## src/rtl/evr_pkg.sv

```systemverilog
// Package for the viewport remapper: widths, CORDIC angle table, register indexes.
// No dependencies.
package evr_pkg;
   localparam int SrcColW = 11;
   localparam int SrcRowW = 10;
   localparam int PixW = 24;
   localparam int ViewColW = 10;
   localparam int ViewRowW = 9;
   localparam int CsrIdxW = 3;
   localparam int CsrDataW = 16;
   localparam int Steps = 15;
   localparam int ViewWidth = 513;
   localparam int ViewHeight = 257;
   localparam int AngHalf = 32768;
   localparam int AngQuarter = 16384;
   localparam logic signed [27:0] GainInvQ24 = 28'sd10188014;
   localparam logic signed [17:0] GainInvQ16 = 18'sd39797;

   typedef enum logic [CsrIdxW-1:0] {
      REG_COS_PAN = 3'd0, REG_SIN_PAN = 3'd1, REG_COS_TILT = 3'd2,
      REG_SIN_TILT = 3'd3, REG_BOX_MIN_X = 3'd4, REG_BOX_MAX_X = 3'd5,
      REG_BOX_MIN_Y = 3'd6, REG_BOX_MAX_Y = 3'd7
   } reg_idx_type;

   // Rotation cell state: Q24 vector, residual angle
   typedef struct packed {
      logic signed [27:0] x;
      logic signed [27:0] y;
      logic signed [17:0] z;
      logic flip;
   } rot_type;

   // Vectoring cell state
   typedef struct packed {
      logic signed [31:0] x;
      logic signed [31:0] y;
      logic signed [18:0] a;
   } vec_type;

   function automatic logic signed [17:0] atan_units(input logic [3:0] k);
      case (k)
         4'd0: atan_units = 18'sd8192;
         4'd1: atan_units = 18'sd4836;
         4'd2: atan_units = 18'sd2555;
         4'd3: atan_units = 18'sd1297;
         4'd4: atan_units = 18'sd651;
         4'd5: atan_units = 18'sd326;
         4'd6: atan_units = 18'sd163;
         4'd7: atan_units = 18'sd81;
         4'd8: atan_units = 18'sd41;
         4'd9: atan_units = 18'sd20;
         4'd10: atan_units = 18'sd10;
         4'd11: atan_units = 18'sd5;
         4'd12: atan_units = 18'sd3;
         4'd13: atan_units = 18'sd1;
         4'd14: atan_units = 18'sd1;
         default: atan_units = 18'sd0;
      endcase
   endfunction

   // round Q24 to Q1.14 with clamp
   function automatic logic signed [15:0] to_q14(input logic signed [27:0] v);
      logic signed [28:0] r;
      r = (29'(v) + 29'sd512) >>> 10;
      if (r > 29'sd16384) to_q14 = 16'sd16384;
      else if (r < -29'sd16384) to_q14 = -16'sd16384;
      else to_q14 = 16'(r);
   endfunction
endpackage

```

## src/rtl/evr_rot_cell.sv

```systemverilog
// One rotation-mode CORDIC cell: one micro-rotation per stage, registered.
// Depends on evr_pkg.
module evr_rot_cell (
   input logic clock,
   input logic [3:0] step,
   input logic adv,
   input evr_pkg::rot_type d_in,
   output evr_pkg::rot_type d_ff
);
   evr_pkg::rot_type d_nx_in;
   always_comb begin
      d_nx_in = d_in;
      if (d_in.z >= 0) begin
         d_nx_in.x = d_in.x - (d_in.y >>> step);
         d_nx_in.y = d_in.y + (d_in.x >>> step);
         d_nx_in.z = d_in.z - evr_pkg::atan_units(step);
      end else begin
         d_nx_in.x = d_in.x + (d_in.y >>> step);
         d_nx_in.y = d_in.y - (d_in.x >>> step);
         d_nx_in.z = d_in.z + evr_pkg::atan_units(step);
      end
   end
   always_ff @(posedge clock) begin
      if (adv) d_ff <= d_nx_in;
   end
endmodule

```

## config.mk

```make
export PLATFORM = sky130hd
export DESIGN_NAME = evr_rot_cell
export DESIGN_NICKNAME = d
export VERILOG_FILES = /design/src/rtl/evr_pkg.sv /design/src/rtl/evr_rot_cell.sv
export SDC_FILE = /design/constraint.sdc
export NUM_CORES = 1
export LEC_CHECK = 0
export BUFFER_PORTS_ARGS = -buffer_cell sky130_fd_sc_hd__buf_2
export CORE_AREA = 2 2 142 144
export DETAILED_ROUTE_END_ITERATION = 12
export DIE_AREA = 0 0 144 146
export GPL_TIMING_DRIVEN = 0
export PLACE_DENSITY_LB_ADDON = 0.12
export SLEW_MARGIN = 5
export SYNTH_ARGS = -nofsm -noshare
export SYNTH_HDL_FRONTEND = slang
export SYNTH_SLANG_ARGS = --single-unit
```

## constraint.sdc

```tcl
create_clock -name clock -period 19 [get_ports clock]
set_input_delay 3.8 -clock clock [delete_from_list [all_inputs] [get_ports clock]]
set_output_delay 3.8 -clock clock [all_outputs]
set_load 0.005 [all_outputs]
```

* After elaboration in Yosys (flattened, before gate mapping)
Memories as Yosys holds them, arrays and structs flattened. Index checks and enable logic that the tools add are counted.
Operators by class: shift operators 2, $add $sub $neg 6, muxes and demuxes 3, magnitude comparators 1
Operator list (count):
- $mux 74 | 1
- $add 28x28->28 | 2
- $sshr 28x4->28 | 2
- $sub 28x28->28 | 2
- $mux 18 | 2
- $add 18x18->18 | 1
- $ge 18x1->1 const B | 1
- $sub 18x18->18 | 1
Storage, ports and cells: memories kept 2, word-level logic and storage cells 18, flip-flop bits (word level) 75, bits of input ports 81, bits in read-only memories 448
Memory list:
- (no name shown) | words 16, bits a word 14, rd ports 1, clocked after Yosys merged registers in 0, wr ports 0, RTL line evr_pkg.sv:41 | case (k)
- (no name shown) | words 16, bits a word 14, rd ports 1, clocked after Yosys merged registers in 0, wr ports 0, RTL line evr_pkg.sv:41

* Longest topological paths before layout
word-level depth 4, gate-level depth with buffers 25, gate-level depth less buffers 20

* Worst setup path before layout
Ideal clock, no wire load.
path type input to register, from input step[0], to register d_ff[18] in the netlist's numbering (data pin), data arrival time 8.564 ns, cell stages on the path 20, buffers on the path 5, slack 10.260 ns, required time 18.824 ns, cell sequence buf_4 -> buf_4 -> inv_2 -> buf_1 -> clkbuf_1 -> clkbuf_1 -> ha_1 -> mux4_2 -> ha_1 -> a21oi_1 -> ha_1 -> nor2b_1 -> o21ai_0 -> a21boi_0 -> o21ai_0 -> a211o_1 -> a31oi_1 -> o41ai_1 -> mux2i_1 -> nor4_1
RTL lines:
- start, declared | RTL line evr_rot_cell.sv:5 | input logic [3:0] step,
- end signal, assigned | RTL line evr_rot_cell.sv:24 | if (adv) d_ff <= d_nx_in;
- end, declared | RTL line evr_rot_cell.sv:8 | output evr_pkg::rot_type d_ff

==> flow_metrics.py <==
metrics = {
    "route": {
        "route.detailed.drc": 0,
        "wl_met2_um": 16500,
        "drt_iter0_markers": 761,
        "via_per_inst": 6.37,
        "ant_nets": 0,
        "drt_pass1_iterations": 5,
        "met3_length_um": 2790,
        "wl_per_cell_um": 21.9,
        "dr_total_vias": 10200,
        "wl_um": 35200,
        "highest_layer": "met4",
        "met1_length_um": 14100,
    },
    "synthesis": {
        "netlist_area_mm2": 0.0106,
        "synth-edff-count": 75,
        "yosysUniqueCellTypes": 79,
        "yosys-top-cells-area": "edfxtp_1, mux4_2, ha_1",
        "synth-main-ff-cell": "edfxtp_1",
        "synth_top_area_share": 0.213,
        "syn_inst": 1170,
        "yosys.area.top_type": "edfxtp_1",
        "synth_area_per_cell_um2": 9.05,
        "syn_nets": 1339,
        "ys_seq_area_frac": 0.213,
        "ys_warn_count": 0,
        "ys_async_sr_fraction": 0,
        "yosys_register_bits": 75,
    },
    "critical_path": {
        "critPathMostFrequentCell": "buf_2",
        "cp_cell_sequence": "buf_2 -> buf_4 -> buf_4 -> buf_2 -> buf_2 -> buf_2 -> mux2i_1 -> a22o_1 -> nor2_1 -> inv_1 -> ha_1 -> nand2_1 -> o21ai_0 -> fa_1 -> a21o_1 -> a21oi_1 -> o21ai_0 -> a211oi_1 -> o31ai_1 -> o41ai_1 -> o21ai_0 -> or4_1 -> nand4_1",
        "cpPeakStageDelay_ps": 570,
        "path_max_fanout": 10,
        "cp-start-kind": "input pin",
        "required_ps": 19230,
        "crit_path_end_kind": "register",
        "critical-path-top-delay-family": "compound AO/OA/AOI/OAI gates",
        "crit_slowest_cell": "o41ai_1",
        "timing_worst_setup_path_type": "input pin to register",
        "arrival_ps": 10210,
        "path_buf_inv": 7,
    },
    "cts": {
        "clock-root-buffer": "clkbuf_16",
        "post_cts_resized": 0,
        "postCtsHoldBufs": 0,
        "cts.clk_slew.worst_paths_ps": 70,
        "numCtsBuffers": 9,
        "post_cts_buffers": 0,
        "clk_path_buf_depth": 2,
        "cts.sinks": 75,
        "cts_tree": "yes",
        "htree_levels": 3,
    },
    "final_layout": {
        "layout_common_cells": "buf_2, nand2_1, nor2_1",
        "top_register": "d_ff",
        "final_cells": 1605,
        "diodes": 0,
        "utilization": 0.622,
        "final_nets": 1504,
        "mostFrequentLayoutCell": "buf_2",
        "layout-drive-gt1-share": 0.231,
        "syn_to_final_growth_pct": 13.6,
        "nFillCells": 1785,
        "top_regs": "d_ff x75",
        "largest_reg_flops": 75,
    },
    "floorplan": {
        "fp.coreArea_mm2": 0.0193,
        "start_util": 0.548,
        "fp.dieW_um": 144,
        "rows": 51,
        "die_height_um": 146,
        "dieArea_mm2": 0.0210,
        "io_pins": 156,
    },
    "pwr": {
        "seq_power_share": 0.277,
        "leakage_nw": 4.94,
        "vdd_drop_max_mv": 0.0447,
        "pwr-share-clk": 0.208,
        "swShare": 0.384,
        "power.density_mw_per_mm2": 77.1,
        "power.switching_uw": 357,
        "combPwrFrac": 0.515,
        "power.internal_uw": 571,
    },
    "timing": {
        "worstMarginPinSlew_ps": 984,
        "hold_viol_final": 0,
        "finalCritPeriodShare": 0.525,
        "post-route-min-period_ps": 9980,
        "hold_slack_ps": 3620,
        "setup_viol": 0,
        "rsz0062_at_grt": "false",
        "relSlewSlack": 0.344,
        "fin_setup_tns_ps": 0,
        "drv_slew": 0,
        "fmax_mhz": 100,
    },
    "grt": {
        "overflow": 0,
        "antenna_found_initial": 0,
        "grt_pass1_vias": 9756,
        "grtUsageTotal": 0.336,
        "grt_pass1_wl_um": 54400,
        "grt_max_degree": 43,
    },
    "place": {
        "dpl.hpwl_um": 27800,
        "io_buffer_count": 153,
        "gp_congestion": 0.983,
        "dp_cells": 1589,
    },
    "job": {
        "max_cap_viol_count": 0,
    },
    "outcome": {
        "outcome": "finished clean",
    },
    "worst_hold_path": {
        "hold_class": "input pin to register",
    },
}
## power groups by stage
stage	logic (mW)	clock network, mW	registers (mW)
2_1_floorplan	0.320	0	0.269
3_3_place_gp	0.465	0	0.260
3_5_place_dp	0.472	0	0.261
4_1_cts	0.475	0.199	0.258
5_1_grt	0.526	0.203	0.263
6_report	0.478	0.193	0.257
## through the flow
| step | power (mW) | setup slack [ps] | area (um2) |
|---|---|---|---|
| 2_1_floorplan | 0.589 | 10260 | 10600 |
| 3_3_place_gp | 0.725 | 8770 | 11700 |
| 3_5_place_dp | 0.733 | 8730 | 11700 |
| 4_1_cts | 0.931 | 9080 | 12000 |
| 5_1_grt | 0.991 | 8590 | 12000 |
| 6_report | 0.928 | 9020 | 12000 |
## final timing paths
kind / startpoint / to / cells past startpoint / slack (ps)
max: step[0] / d_ff[43] / 23 / 9020
min: d_in[0] / d_ff[0] / 1 / 3620
## synth_stat cells (19+ instances only)
library cell / n
inv_1: 43
a21oi_1: 86
nor2_1: 96
o21a_1: 21
a21o_1: 23
mux2i_1: 40
o21ai_0: 69
mux4_2: 51
xor2_1: 46
nor3_1: 21
nand2_1: 104
a31oi_1: 19
edfxtp_1: 75
mux2_2: 34
xnor2_1: 73
clkbuf_1: 27
ha_1: 85
## layer usage
metal / vias to the layer above / global-route usage
li1: 4765 / -
met1: 4873 / 0.433
met2: 482 / 0.550
met3: 99 / 0.0569
met4: 0 / 0.150
met5: - / 0
## layout make-up
class	instances	area (um2)	area share
Multi-Input combinational cell	990	7880	0.655
Sequential cell	75	2250	0.187
Timing Repair Buffer	154	788	0.0655
Tap cell	265	332	0.0276
Buffer	59	288	0.0239
Clock buffer	9	225	0.0187
Inverter	46	173	0.0144
Clock inverter	7	92.6	0.00770
## cell families (layout without fill, tap and decap cells)
logic type / after synthesis / count (layout) / share of synthesized area
AND/OR/NAND/NOR: 326 / 326 / 0.148
buffers and inverters: 105 / 275 / 0.0435
adder cells (fa/ha/maj): 88 / 88 / 0.106
flip-flops: 75 / 75 / 0.213
XOR/XNOR: 119 / 119 / 0.0984
multiplexers: 132 / 132 / 0.193
AO/OA/AOI/OAI: 325 / 325 / 0.199
(Power assumes the default switching activity.)
