==> config.mk <==
export PLATFORM = sky130hd
export DESIGN_NAME = evr_vec_cell
export DESIGN_NICKNAME = d
export VERILOG_FILES = /design/src/rtl/evr_pkg.sv /design/src/rtl/evr_vec_cell.sv
export SDC_FILE = /design/constraint.sdc
export NUM_CORES = 1
export LEC_CHECK = 0
export BUFFER_PORTS_ARGS = -buffer_cell sky130_fd_sc_hd__buf_2
export CAP_MARGIN = 20
export CORE_MARGIN = 3
export CORE_UTILIZATION = 40
export DETAILED_ROUTE_END_ITERATION = 10
export PLACE_DENSITY = 0.64
export SETUP_SLACK_MARGIN = 0.5
export SYNTH_ARGS = -nofsm -noshare
export SYNTH_HDL_FRONTEND = slang
export SYNTH_SLANG_ARGS = --single-unit
==> constraint.sdc <==
create_clock -name clock -period 7.95 [get_ports clock]
set_clock_uncertainty 0.05 [all_clocks]
set_input_delay 1.1925 -clock clock [delete_from_list [all_inputs] [get_ports clock]]
set_output_delay 1.1925 -clock clock [all_outputs]
set_load 0.02 [all_outputs]
==> src/rtl/evr_pkg.sv <==
// Package for the viewport remapper: widths, CORDIC angle table, register indexes.
// No dependencies.
package evr_pkg;
   localparam int SrcColW = 11;
   localparam int SrcRowW = 10;
   localparam int PixW = 24;
   localparam int ViewColW = 10;
   localparam int ViewRowW = 9;
   localparam int CsrIdxW = 3;
   localparam int CsrDataW = 16;
   localparam int Steps = 15;
   localparam int ViewWidth = 513;
   localparam int ViewHeight = 257;
   localparam int AngHalf = 32768;
   localparam int AngQuarter = 16384;
   localparam logic signed [27:0] GainInvQ24 = 28'sd10188014;
   localparam logic signed [17:0] GainInvQ16 = 18'sd39797;

   typedef enum logic [CsrIdxW-1:0] {
      REG_COS_PAN = 3'd0, REG_SIN_PAN = 3'd1, REG_COS_TILT = 3'd2,
      REG_SIN_TILT = 3'd3, REG_BOX_MIN_X = 3'd4, REG_BOX_MAX_X = 3'd5,
      REG_BOX_MIN_Y = 3'd6, REG_BOX_MAX_Y = 3'd7
   } reg_idx_type;

   // Rotation cell state: Q24 vector, residual angle
   typedef struct packed {
      logic signed [27:0] x;
      logic signed [27:0] y;
      logic signed [17:0] z;
      logic flip;
   } rot_type;

   // Vectoring cell state
   typedef struct packed {
      logic signed [31:0] x;
      logic signed [31:0] y;
      logic signed [18:0] a;
   } vec_type;

   function automatic logic signed [17:0] atan_units(input logic [3:0] k);
      case (k)
         4'd0: atan_units = 18'sd8192;
         4'd1: atan_units = 18'sd4836;
         4'd2: atan_units = 18'sd2555;
         4'd3: atan_units = 18'sd1297;
         4'd4: atan_units = 18'sd651;
         4'd5: atan_units = 18'sd326;
         4'd6: atan_units = 18'sd163;
         4'd7: atan_units = 18'sd81;
         4'd8: atan_units = 18'sd41;
         4'd9: atan_units = 18'sd20;
         4'd10: atan_units = 18'sd10;
         4'd11: atan_units = 18'sd5;
         4'd12: atan_units = 18'sd3;
         4'd13: atan_units = 18'sd1;
         4'd14: atan_units = 18'sd1;
         default: atan_units = 18'sd0;
      endcase
   endfunction

   // round Q24 to Q1.14 with clamp
   function automatic logic signed [15:0] to_q14(input logic signed [27:0] v);
      logic signed [28:0] r;
      r = (29'(v) + 29'sd512) >>> 10;
      if (r > 29'sd16384) to_q14 = 16'sd16384;
      else if (r < -29'sd16384) to_q14 = -16'sd16384;
      else to_q14 = 16'(r);
   endfunction
endpackage

==> src/rtl/evr_vec_cell.sv <==
// One vectoring-mode CORDIC cell, registered.
// Depends on evr_pkg.
module evr_vec_cell (
   input logic clock,
   input logic [3:0] step,
   input logic adv,
   input evr_pkg::vec_type d_in,
   output evr_pkg::vec_type d_ff
);
   evr_pkg::vec_type d_nx_in;
   always_comb begin
      d_nx_in = d_in;
      if (d_in.y > 0) begin
         d_nx_in.x = d_in.x + (d_in.y >>> step);
         d_nx_in.y = d_in.y - (d_in.x >>> step);
         d_nx_in.a = d_in.a + 19'(evr_pkg::atan_units(step));
      end else begin
         d_nx_in.x = d_in.x - (d_in.y >>> step);
         d_nx_in.y = d_in.y + (d_in.x >>> step);
         d_nx_in.a = d_in.a - 19'(evr_pkg::atan_units(step));
      end
   end
   always_ff @(posedge clock) begin
      if (adv) d_ff <= d_nx_in;
   end
endmodule

======== Word-level counts from Yosys, hierarchy flattened ========
Memories as Yosys holds them, arrays and structs flattened.
Index checks and enable logic that the tools add are counted.
storage, ports and cells
  bits in read-only memories .............. 448
  memories kept ........................... 2
  bits in registers ....................... 83
memories
  name              words  width  read ports  clocked after memory_dff  wr ports  line           source
  (name not given)  16     14     1           0                         0         evr_pkg.sv:41  case (k)
  (name not given)  16     14     1           0                         0         evr_pkg.sv:41
cells by class
  add/sub/neg operators ................... 6
  multiplexer cells ....................... 3
  shifts and indexed selects .............. 2
  magnitude comparators ................... 1
operators with widths
  operator                                             number
  2-to-1 mux 83 bit                                    1
  adder 32 bit                                         2
  >>> shifter 32 x 4 -> 32 bit                         2
  subtractor 32 bit                                    2
  2-to-1 mux 18 bit                                    2
  > comparator 32 x 1 -> 1 bit, second input constant  1
  adder 19 x 18 -> 19 bit                              1
  subtractor 19 x 18 -> 19 bit                         1

======== Logic depth before layout (Yosys ltp) ========
Gate-level depths: netlist of run 1.
  word-level depth ........................ 4
  depth in mapped cells ................... 26
  depth with buffers taken out ............ 21

======== Worst setup path before layout of run 1 ========
OpenSTA, ideal clock, no wires.
  path kind ............................... input-to-reg
  from .................................... input step[3]
  to ...................................... register d_ff[47] (netlist bit) (data pin)
  data arrival time ....................... 6.843 ns
  stages on the path ...................... 24
  path buffers ............................ 8
  library setup time ...................... 0.265 ns
  path slack .............................. 0.792 ns
  path through ............................ clkbuf_1 > buf_2 > buf_1 > clkbuf_1 > clkbuf_1 > buf_2 > buf_1 > buf_1 > o21a_1 > ha_1 > and2_1 > nand3_1 > nor3_1 > a21oi_1 > xnor2_1 > ha_1 > and3_1 > a221o_1 > a21oi_1 > nor2b_1 > a311o_1 > a21boi_0 > nor4b_1 > or3_1
RTL lines
  item                  line                source
  from (decl)           evr_vec_cell.sv:5   input logic [3:0] step,
  to (signal assigned)  evr_vec_cell.sv:24  if (adv) d_ff <= d_nx_in;
  to (decl)             evr_vec_cell.sv:8   output evr_pkg::vec_type d_ff

==> results of run 1 <==
## worst max path at each step
stage	start	endpoint	slack [ns]
2_1_floorplan	step[3]	d_ff[47]$_DFFE_PP_	0.79
3_3_place_gp	step[0]	d_ff[81]$_DFFE_PP_	0.88
3_5_place_dp	step[0]	d_ff[81]$_DFFE_PP_	0.75
4_1_cts	step[0]	d_ff[81]$_DFFE_PP_	1.15
5_1_grt	step[0]	d_ff[81]$_DFFE_PP_	0.56
6_report	step[2]	d_ff[81]$_DFFE_PP_	0.97
## cells by family (layout without fill, tap and decap cells)
family / count (synthesis) / after routing / share of synthesized area, %
simple gates: 416 / 416 / 17.3
compound gates: 366 / 366 / 19.2
mux: 140 / 140 / 19.1
xor+xnor: 136 / 136 / 9.69
buf+inv: 108 / 246 / 4.25
fa+ha+maj: 98 / 98 / 10.2
flops: 83 / 83 / 20.3
## per-stage QoR
step                      cell area [um2]  utilization [%]  worst slack [ns]  power, W
after floorplan                     12300                -             0.792   0.00174
after global placement              13400             44.9             0.884   0.00211
after detailed placement            13400             44.9             0.754   0.00212
after CTS                           13800             45.9              1.15   0.00260
after global routing                13800             46.0             0.562   0.00276
final                               13800             46.0             0.974   0.00258
## per-layer routing
| layer | GRT usage, % | vias up | part of all wire [%] | routed length [um] |
|---|---|---|---|---|
| li1 | - | 5433 | - | - |
| met1 | 28.8 | 5403 | 42 | 15800 |
| met2 | 37.0 | 421 | 49 | 18100 |
| met3 | 2.94 | 50 | 6.3 | 2360 |
| met4 | 7.40 | 0 | 2.6 | 950 |
| met5 | 0 | - | 0 | 0 |
## cell type report
type,instances,share of cell area [%]
Tap cell,390,3.54
Inverter,35,0.953
Clock buffer,10,1.66
Timing Repair Buffer,195,7.81
Sequential cell,83,18.1
Clock inverter,6,0.644
Multi-Input combinational cell,1156,67.3
## critical path, cell delays in order
cell and delay (ns):
buf_2 0.68, buf_4 0.37, mux4_2 0.32, mux2_4 0.29, a21oi_2 0.23, ha_1 0.23, nand2_1 0.06, o22ai_1 0.45
nand3_1 0.19, nor4_2 0.51, a21oi_1 0.18, xnor2_1 0.16, ha_1 0.38, and4_1 0.28, nand4_1 0.13, or2_2 0.29
a311oi_1 0.35, nand3b_1 0.21, nand2_1 0.10, o2111ai_1 0.20, a21oi_1 0.10, xnor2_1 0.13
## power groups by stage
stage,registers [W],logic (W),clock network [W]
global route,0.000698,0.00157,0.000494
detailed placement,0.000697,0.00142,0
finish,0.000686,0.00143,0.000463
CTS,0.000690,0.00143,0.000481
floorplan,0.000856,0.000888,0
global placement,0.000697,0.00141,0
## layout by cell type (no fill, tap or decap), drive strengths merged, types with 11 or more instances in the layout
cell type	synthesis	routed
o21a	20	20
xor2	40	40
or2	12	12
inv	34	35
and3	16	16
nand4	11	11
nand2b	18	18
mux2	29	29
a21o	28	28
nor3	24	24
mux2i	42	42
mux4	69	69
xnor2	96	96
buf	34	195
nor4	20	20
nor2b	23	23
nand2	107	107
a211oi	15	15
edfxtp	83	83
a31oi	26	26
nor2	102	102
ha	95	95
nand3	34	34
and2	14	14
o21ai	81	81
a21oi	94	94
==> qor.yml, run 1 <==
syn-num-nets: 1534
multi_input_area_um2: 9280
drt-initial-drc-count: 1230
irDropWorstVdd_mv: 0.106
finalCriticalPeriod_ns: 6.98
hold_viol_final: 0
yosysMostFrequentCell: "nand2_1"
p_switching_w: 0.00106
syn_inst: 1347
worstPathMaxFanout: 42
seq_area_frac_synth_pct: 20.3
nFillCells: 2929
nNetsFinal: 1667
yosysTopAreaCell: "edfxtp_1"
grt_usage_pct: 21.8
switching_share_pct: 41.2
top_regs: "d_ff x83"
placementRows: 63
outcome: "completed"
synth_top_area_share_pct: 20.3
rsz0062_at_grt: "no"
final_cells: 1875
hpwl_mm: 29.2
tns_ns: 0
via_per_inst: 6.03
cts-root-buf: "clkbuf_16"
core_um2: 30000
vias: 11300
setup_viol: 0
placed_cells: 1858
ctsResizeCount: 0
die_w_um: 181
drt-pass1-iter-count: 5
antenna_found_initial: 0
start_util_pct: 41.0
grt_start_max_net_pins: 84
regArea_um2: 2490
worstPathRequired_ns: 8.03
comb_power_share_pct: 55.5
min_period_over_period_pct: 87.8
avgSynthCellArea_um2: 9.13
startpoint_type: "primary input"
path_clk_slew_ns: 0.07
io_buffer_count: 171
cts_inserted_buffers: 9
h-tree-depth: 3
cts_tree: "yes"
synth_common_cells: "107 x nand2_1, 101 x nor2_1, 96 x xnor2_1, 95 x ha_1, 93 x a21oi_1"
synth_ff_type: "edfxtp_1"
grt_pass1_wl_mm: 57.9
largest_reg_flops: 83
synth_warnings: 0
antenna_left: 0
synth.distinct_cells: 89
clockPowerShare_pct: 17.9
drv_slew: 0
drive_above_1_share_pct: 22.0
critPathKind: "in -> reg"
cts_max_path_buffers: 2
ys_ff_latch: 83
die_h_um: 181
routabilityCongestion: 0.912
wl_per_cell_um: 19.8
fmax_mhz: 143
cts_hold_buf: 0
diodes: 0
end_kind: "register"
cts.sinks: 83
yosys-top-cells-area: "edfxtp_1 20%, mux4_2 11%, ha_1 9.7%, xnor2_1 6.8%, a21oi_1 3.8%"
arrival_ns: 7.06
hold_slack_ns: 1.16
powerDensity_nw_per_um2: 187
relSlewSlack_pct: 39.8
p_seq_share_pct: 26.6
hp-start: "d_in[1]"
tightest_slew_ns: 0.902
synth_area_um2: 12300
post_cts_buffers: 0
regMostFlops: "d_ff"
die_area_um2: 32900
drv_cap: 0
hold_path_end: "d_ff[1]$_DFFE_PP_"
grt_pass1_vias: 10700
static-leakage-power_nw: 5.60
min_path_type: "in -> reg"
synth-edff-count: 83
internal_power_w: 0.00152
worstHoldPathCells: 2
area_delta_synth_final_pct: 12.1
grt-ovfl-total: 0
routed_wl_mm: 37.2
top_level_ports: 172
synthArstFlopShare_pct: 0
remaining_drc_errors: 0
(Power assumes the default switching activity.)
==> run 2: changes to the inputs <==
Settings changed: ABC_AREA from default to 1, PLACE_DENSITY 0.64 to default.
==> qor.yml, run 2 <==
die_h_um: 182
largest_reg_flops: 83
post_cts_buffers: 0
drv_slew: 0
final_common_cell: "nand2_1"
grt_pass1_vias: 12300
area_delta_synth_final_pct: 10.8
ys_ff_latch: 83
final_cells: 2455
core_um2: 30000
cts_tree: "yes"
grt_start_max_net_pins: 99
synth_ff_type: "edfxtp_1"
drive_above_1_share_pct: 12.5
start_util_pct: 41.2
die_w_um: 182
startpoint_type: "primary input"
top_level_ports: 172
worstPathRequired_ns: 8.03
worstPathMaxFanout: 59
min_period_over_period_pct: 80.1
ctsResizeCount: 0
irDropWorstVdd_mv: 0.106
hp-start: "d_in[19]"
crit_start: "step[1]"
synth_area_um2: 12400
avgSynthCellArea_um2: 6.39
yosysMostFrequentCell: "nand2_1"
remaining_drc_errors: 0
static-leakage-power_nw: 6.57
fmax_mhz: 157
nFillCells: 3290
tightest_slew_ns: 0.990
finalCriticalPeriod_ns: 6.37
synth.distinct_cells: 54
setup_viol: 0
grt_pass1_wl_mm: 64.6
placed_cells: 2440
cts_inserted_buffers: 9
path_clk_slew_ns: 0.07
yosys-top-cells-area: "edfxtp_1 20%, nand2_1 17%, nand3_1 11%, ha_1 9.6%, xor2_1 5.9%"
vias: 13500
cts_max_path_buffers: 2
drt-initial-drc-count: 1122
hold_slack_ns: 1.13
fin_util_pct: 45.6
seq_area_frac_synth_pct: 20.2
yosysTopAreaCell: "edfxtp_1"
grt-ovfl-total: 0
powerDensity_nw_per_um2: 184
synth_warnings: 0
wl_per_cell_um: 16.7
cts-root-buf: "clkbuf_16"
top_regs: "d_ff x83"
end_kind: "register"
critPathKind: "in -> reg"
antenna_found_initial: 0
hold_viol_final: 0
synth_common_cells: "559 x nand2_1, 279 x nand3_1, 176 x inv_1, 147 x nor2_1, 104 x a21oi_1"
cts.sinks: 83
grt_usage_pct: 24.1
io_buffer_count: 171
synth-edff-count: 83
syn_inst: 1934
min_path_type: "in -> reg"
placementRows: 63
synth_top_area_share_pct: 20.2
synthArstFlopShare_pct: 0
arrival_ns: 6.45
tns_ns: 0
regMostFlops: "d_ff"
routabilityCongestion: 0.940
via_per_inst: 5.49
h-tree-depth: 3
rsz0062_at_grt: "no"
routed_wl_mm: 40.9
syn-num-nets: 2121
diodes: 0
antenna_left: 0
hpwl_mm: 33.4
cts_hold_buf: 0
relSlewSlack_pct: 33.9
outcome: "completed"
drt-pass1-iter-count: 6
nNetsFinal: 2248
layout_common_cells: "559 x nand2_1, 279 x nand3_1, 176 x inv_1"
die_area_um2: 33000
drv_cap: 0
==> run 2: area by class of cell <==
type,instances,area (um2),area share [%]
sequential,83,2490,18.2
multi-input combinational,1603,8810,64.4
clock buffer,10,229,1.67
inverter,186,701,5.12
tap,390,488,3.56
clock inverter,5,55.1,0.402
timing repair buffer,178,913,6.67
==> run 2: worst max-delay path, cell delays in order <==
cell and delay (ns):
buf_2 0.08, buf_4 0.52, inv_2 0.57, nor2_2 0.36, inv_1 0.08, or2_0 0.23, nand3_1 0.08, nand2_1 0.05
nand2_1 0.18, inv_1 0.09, ha_1 0.22, nand2_1 0.09, nor2_2 0.06, a21oi_1 0.15, xnor2_1 0.13, inv_1 0.05
ha_1 0.33, a21oi_1 0.21, o21ai_0 0.11, a21oi_1 0.23, o21ai_0 0.24, a21boi_0 0.60, o21ai_0 0.25, a21oi_1 0.23
xnor2_1 0.08
==> run 2: metal layers <==
layer	part of all wire (%)	wire (um)	up-vias	GRT usage [%]
met5	0	0	-	0
met4	2.1	855	0	6.40
met3	6.4	2610	47	2.94
met2	46	18800	476	39.8
met1	46	18600	6167	33.5
li1	-	-	6776	-
==> run 2: power breakdown <==
| group | leakage, nW | internal [W] | switching, W |
|---|---|---|---|
| clock | 0.134 | 0.000241 | 0.000190 |
| sequential | 0.812 | 0.000655 | 0.0000262 |
| combinational | 5.62 | 0.000475 | 0.000929 |
| total | 6.57 | 0.00137 | 0.00114 |
==> run 2: logic make-up after synthesis <==
| group | synth area share, % |
|---|---|
| flops | 20.2 |
| buf+inv | 8.52 |
| xor+xnor | 9.12 |
| compound gates | 13.9 |
| fa+ha+maj | 10.1 |
| simple gates | 38.2 |
==> run 2: stage by stage <==
stage	setup slack [ns]	total power (W)	area (um2)
floorplan	3.18	0.00170	12400
global placement	1.52	0.00208	13400
detailed placement	1.37	0.00209	13400
CTS	1.74	0.00253	13700
global route	1.11	0.00272	13700
finish	1.58	0.00252	13700
==> run 2: final timing paths <==
check                 depth (start not counted)                  to
worst max-delay path                         25  d_ff[74]$_DFFE_PP_
worst min-delay path                          2  d_ff[19]$_DFFE_PP_
==> run 3: changes to the inputs <==
Settings changed: ABC_AREA 1 to 0.
Clock period 7.95 ns to 6.3 ns, I/O delays scaled along.
==> qor.yml, run 3 (same netlist as run 1, synthesis figures left out) <==
worstPathRequired_ns: 6.37
arrival_ns: 5.68
hold_slack_ns: 0.916
top_level_ports: 172
remaining_drc_errors: 0
hold_path_end: "d_ff[1]$_DFFE_PP_"
final.setup.worst_slack_ns: 0.690
slowest_delay_ns: 0.64
critPathKind: "in -> reg"
cts_tree: "yes"
startpoint_type: "primary input"
tightest_slew_ns: 0.792
comb_power_share_pct: 57.3
via_per_inst: 5.90
slowest_stage: "or4b_4"
finalCriticalPeriod_ns: 5.61
drt-pass1-iter-count: 7
grt_start_max_net_pins: 89
irDropWorstVdd_mv: 0.125
antenna_found_initial: 0
path_cells: "buf_12 > mux4_2 > mux2_2 > a21o_1 > nand4bb_2 > or4b_4 > nor4_4 > nor3_1 > a21oi_1 > o22ai_1 > ha_1 > and4_4 > nand4_1 > or2_2 > a311oi_2 > nand3b_1 > nand2_1 > o2111ai_2 > a21oi_1 > xnor2_1"
top_regs: "d_ff x83"
nNetsFinal: 1737
hpwl_mm: 30.6
drt-initial-drc-count: 980
vias: 11500
cp_top_family: "simple AND/OR/NAND/NOR gates"
die_h_um: 181
largest_reg_flops: 83
worstPathMaxFanout: 18
setup_viol: 0
die_w_um: 181
rsz0062_at_grt: "yes"
clockPowerShare_pct: 17.1
cts.sinks: 83
antenna_left: 0
grt_pass1_wl_mm: 59.2
cts_inserted_buffers: 9
regMostFlops: "d_ff"
p_switching_w: 0.00138
static-leakage-power_nw: 6.00
core_um2: 30000
die_area_um2: 32900
io_buffer_count: 171
p_seq_share_pct: 25.6
min_path_type: "in -> reg"
grt_usage_pct: 22.3
cp_common_cell: "a21oi_1"
tns_ns: 0
pre_cts_slack_ns: 0.0166
cts_max_path_buffers: 2
hp-start: "d_in[1]"
powerDensity_nw_per_um2: 232
drive_above_1_share_pct: 27.5
layout_common_cells: "167 x buf_2, 107 x nand2_1, 100 x nor2_1"
min_period_over_period_pct: 89.1
crit_buf_inv: 1
worstHoldPathCells: 2
placementRows: 63
switching_share_pct: 40.8
relSlewSlack_pct: 46.5
cts_hold_buf: 0
routed_wl_mm: 38.3
routabilityCongestion: 0.917
drv_cap: 0
internal_power_w: 0.00200
area_delta_synth_final_pct: 18.4
h-tree-depth: 3
path_clk_slew_ns: 0.07
fmax_mhz: 178
final_common_cell: "buf_2"
hold_viol_final: 0
cts-root-buf: "clkbuf_16"
drv_slew: 0
grt_pass1_vias: 10900
outcome: "completed"
grt-ovfl-total: 0
start_util_pct: 41.0
wl_per_cell_um: 19.7
end_kind: "register"
## run 3: changes by cell type in the layout (fill, tap and decap cells not counted), moves of 43 or more
cell / before / now
nand2_1: 559 / 107
mux4_2: 0 / 62
nand3_1: 279 / 33
buf_4: 9 / 86
nor2_1: 147 / 100
inv_1: 176 / 34
xor2_1: 83 / 40
xnor2_1: 43 / 96
## run 3: layout make-up
class | instances | area (um2)
fillers | 2946 | 15400
clock inverters | 6 | 80.1
inverters | 35 | 135
clock buffers | 10 | 229
well taps | 390 | 488
diodes | 1 | 2.50
repair buffers | 265 | 1680
multi-input cells | 1156 | 9440
flip-flops and latches | 83 | 2490
## run 3: power groups by stage
stage,combinational (W),clock (W),sequential (W)
finish,0.00193,0.000578,0.000866
global route,0.00211,0.000620,0.000883
CTS,0.00189,0.000598,0.000870
detailed placement,0.00188,0,0.000879
global placement,0.00187,0,0.000878
floorplan,0.00113,0,0.00108
## run 3: how the worst max path moves through the flow
stage | startpoint | cells past startpoint | slack, ns | endpoint
2_1_floorplan | step[3] | 24 | 0.40 | d_ff[47]$_DFFE_PP_
3_5_place_dp | step[0] | 19 | 0.02 | d_ff[81]$_DFFE_PP_
5_1_grt | step[0] | 22 | 0.44 | d_ff[81]$_DFFE_PP_
6_report | step[0] | 20 | 0.69 | d_ff[81]$_DFFE_PP_
3_3_place_gp | step[0] | 19 | 0.08 | d_ff[81]$_DFFE_PP_
4_1_cts | step[1] | 22 | 0.54 | d_ff[81]$_DFFE_PP_
## run 3: layer usage
layer,track usage [%],wire (um)
met3,3.14,1920
met2,38.1,18700
met5,0,0
met4,7.10,1070
met1,29.3,16700
## run 3: timing repair
item,CTS,global route
setup endpoints to repair,2,17
cloned,0,1
setup buffers,1,9
gates resized for setup,2,46
pin swaps,0,7
## run 3: stage by stage
stage | cells | total power, W | instance area (um2) | utilization [%]
detailed placement | 1918 | 0.00275 | 14000 | 46.6
CTS | 1935 | 0.00336 | 14300 | 47.7
floorplan | 1347 | 0.00221 | 12300 | -
global route | 1945 | 0.00362 | 14600 | 48.6
global placement | 1918 | 0.00275 | 14000 | 46.6
finish | 1946 | 0.00338 | 14600 | 48.6
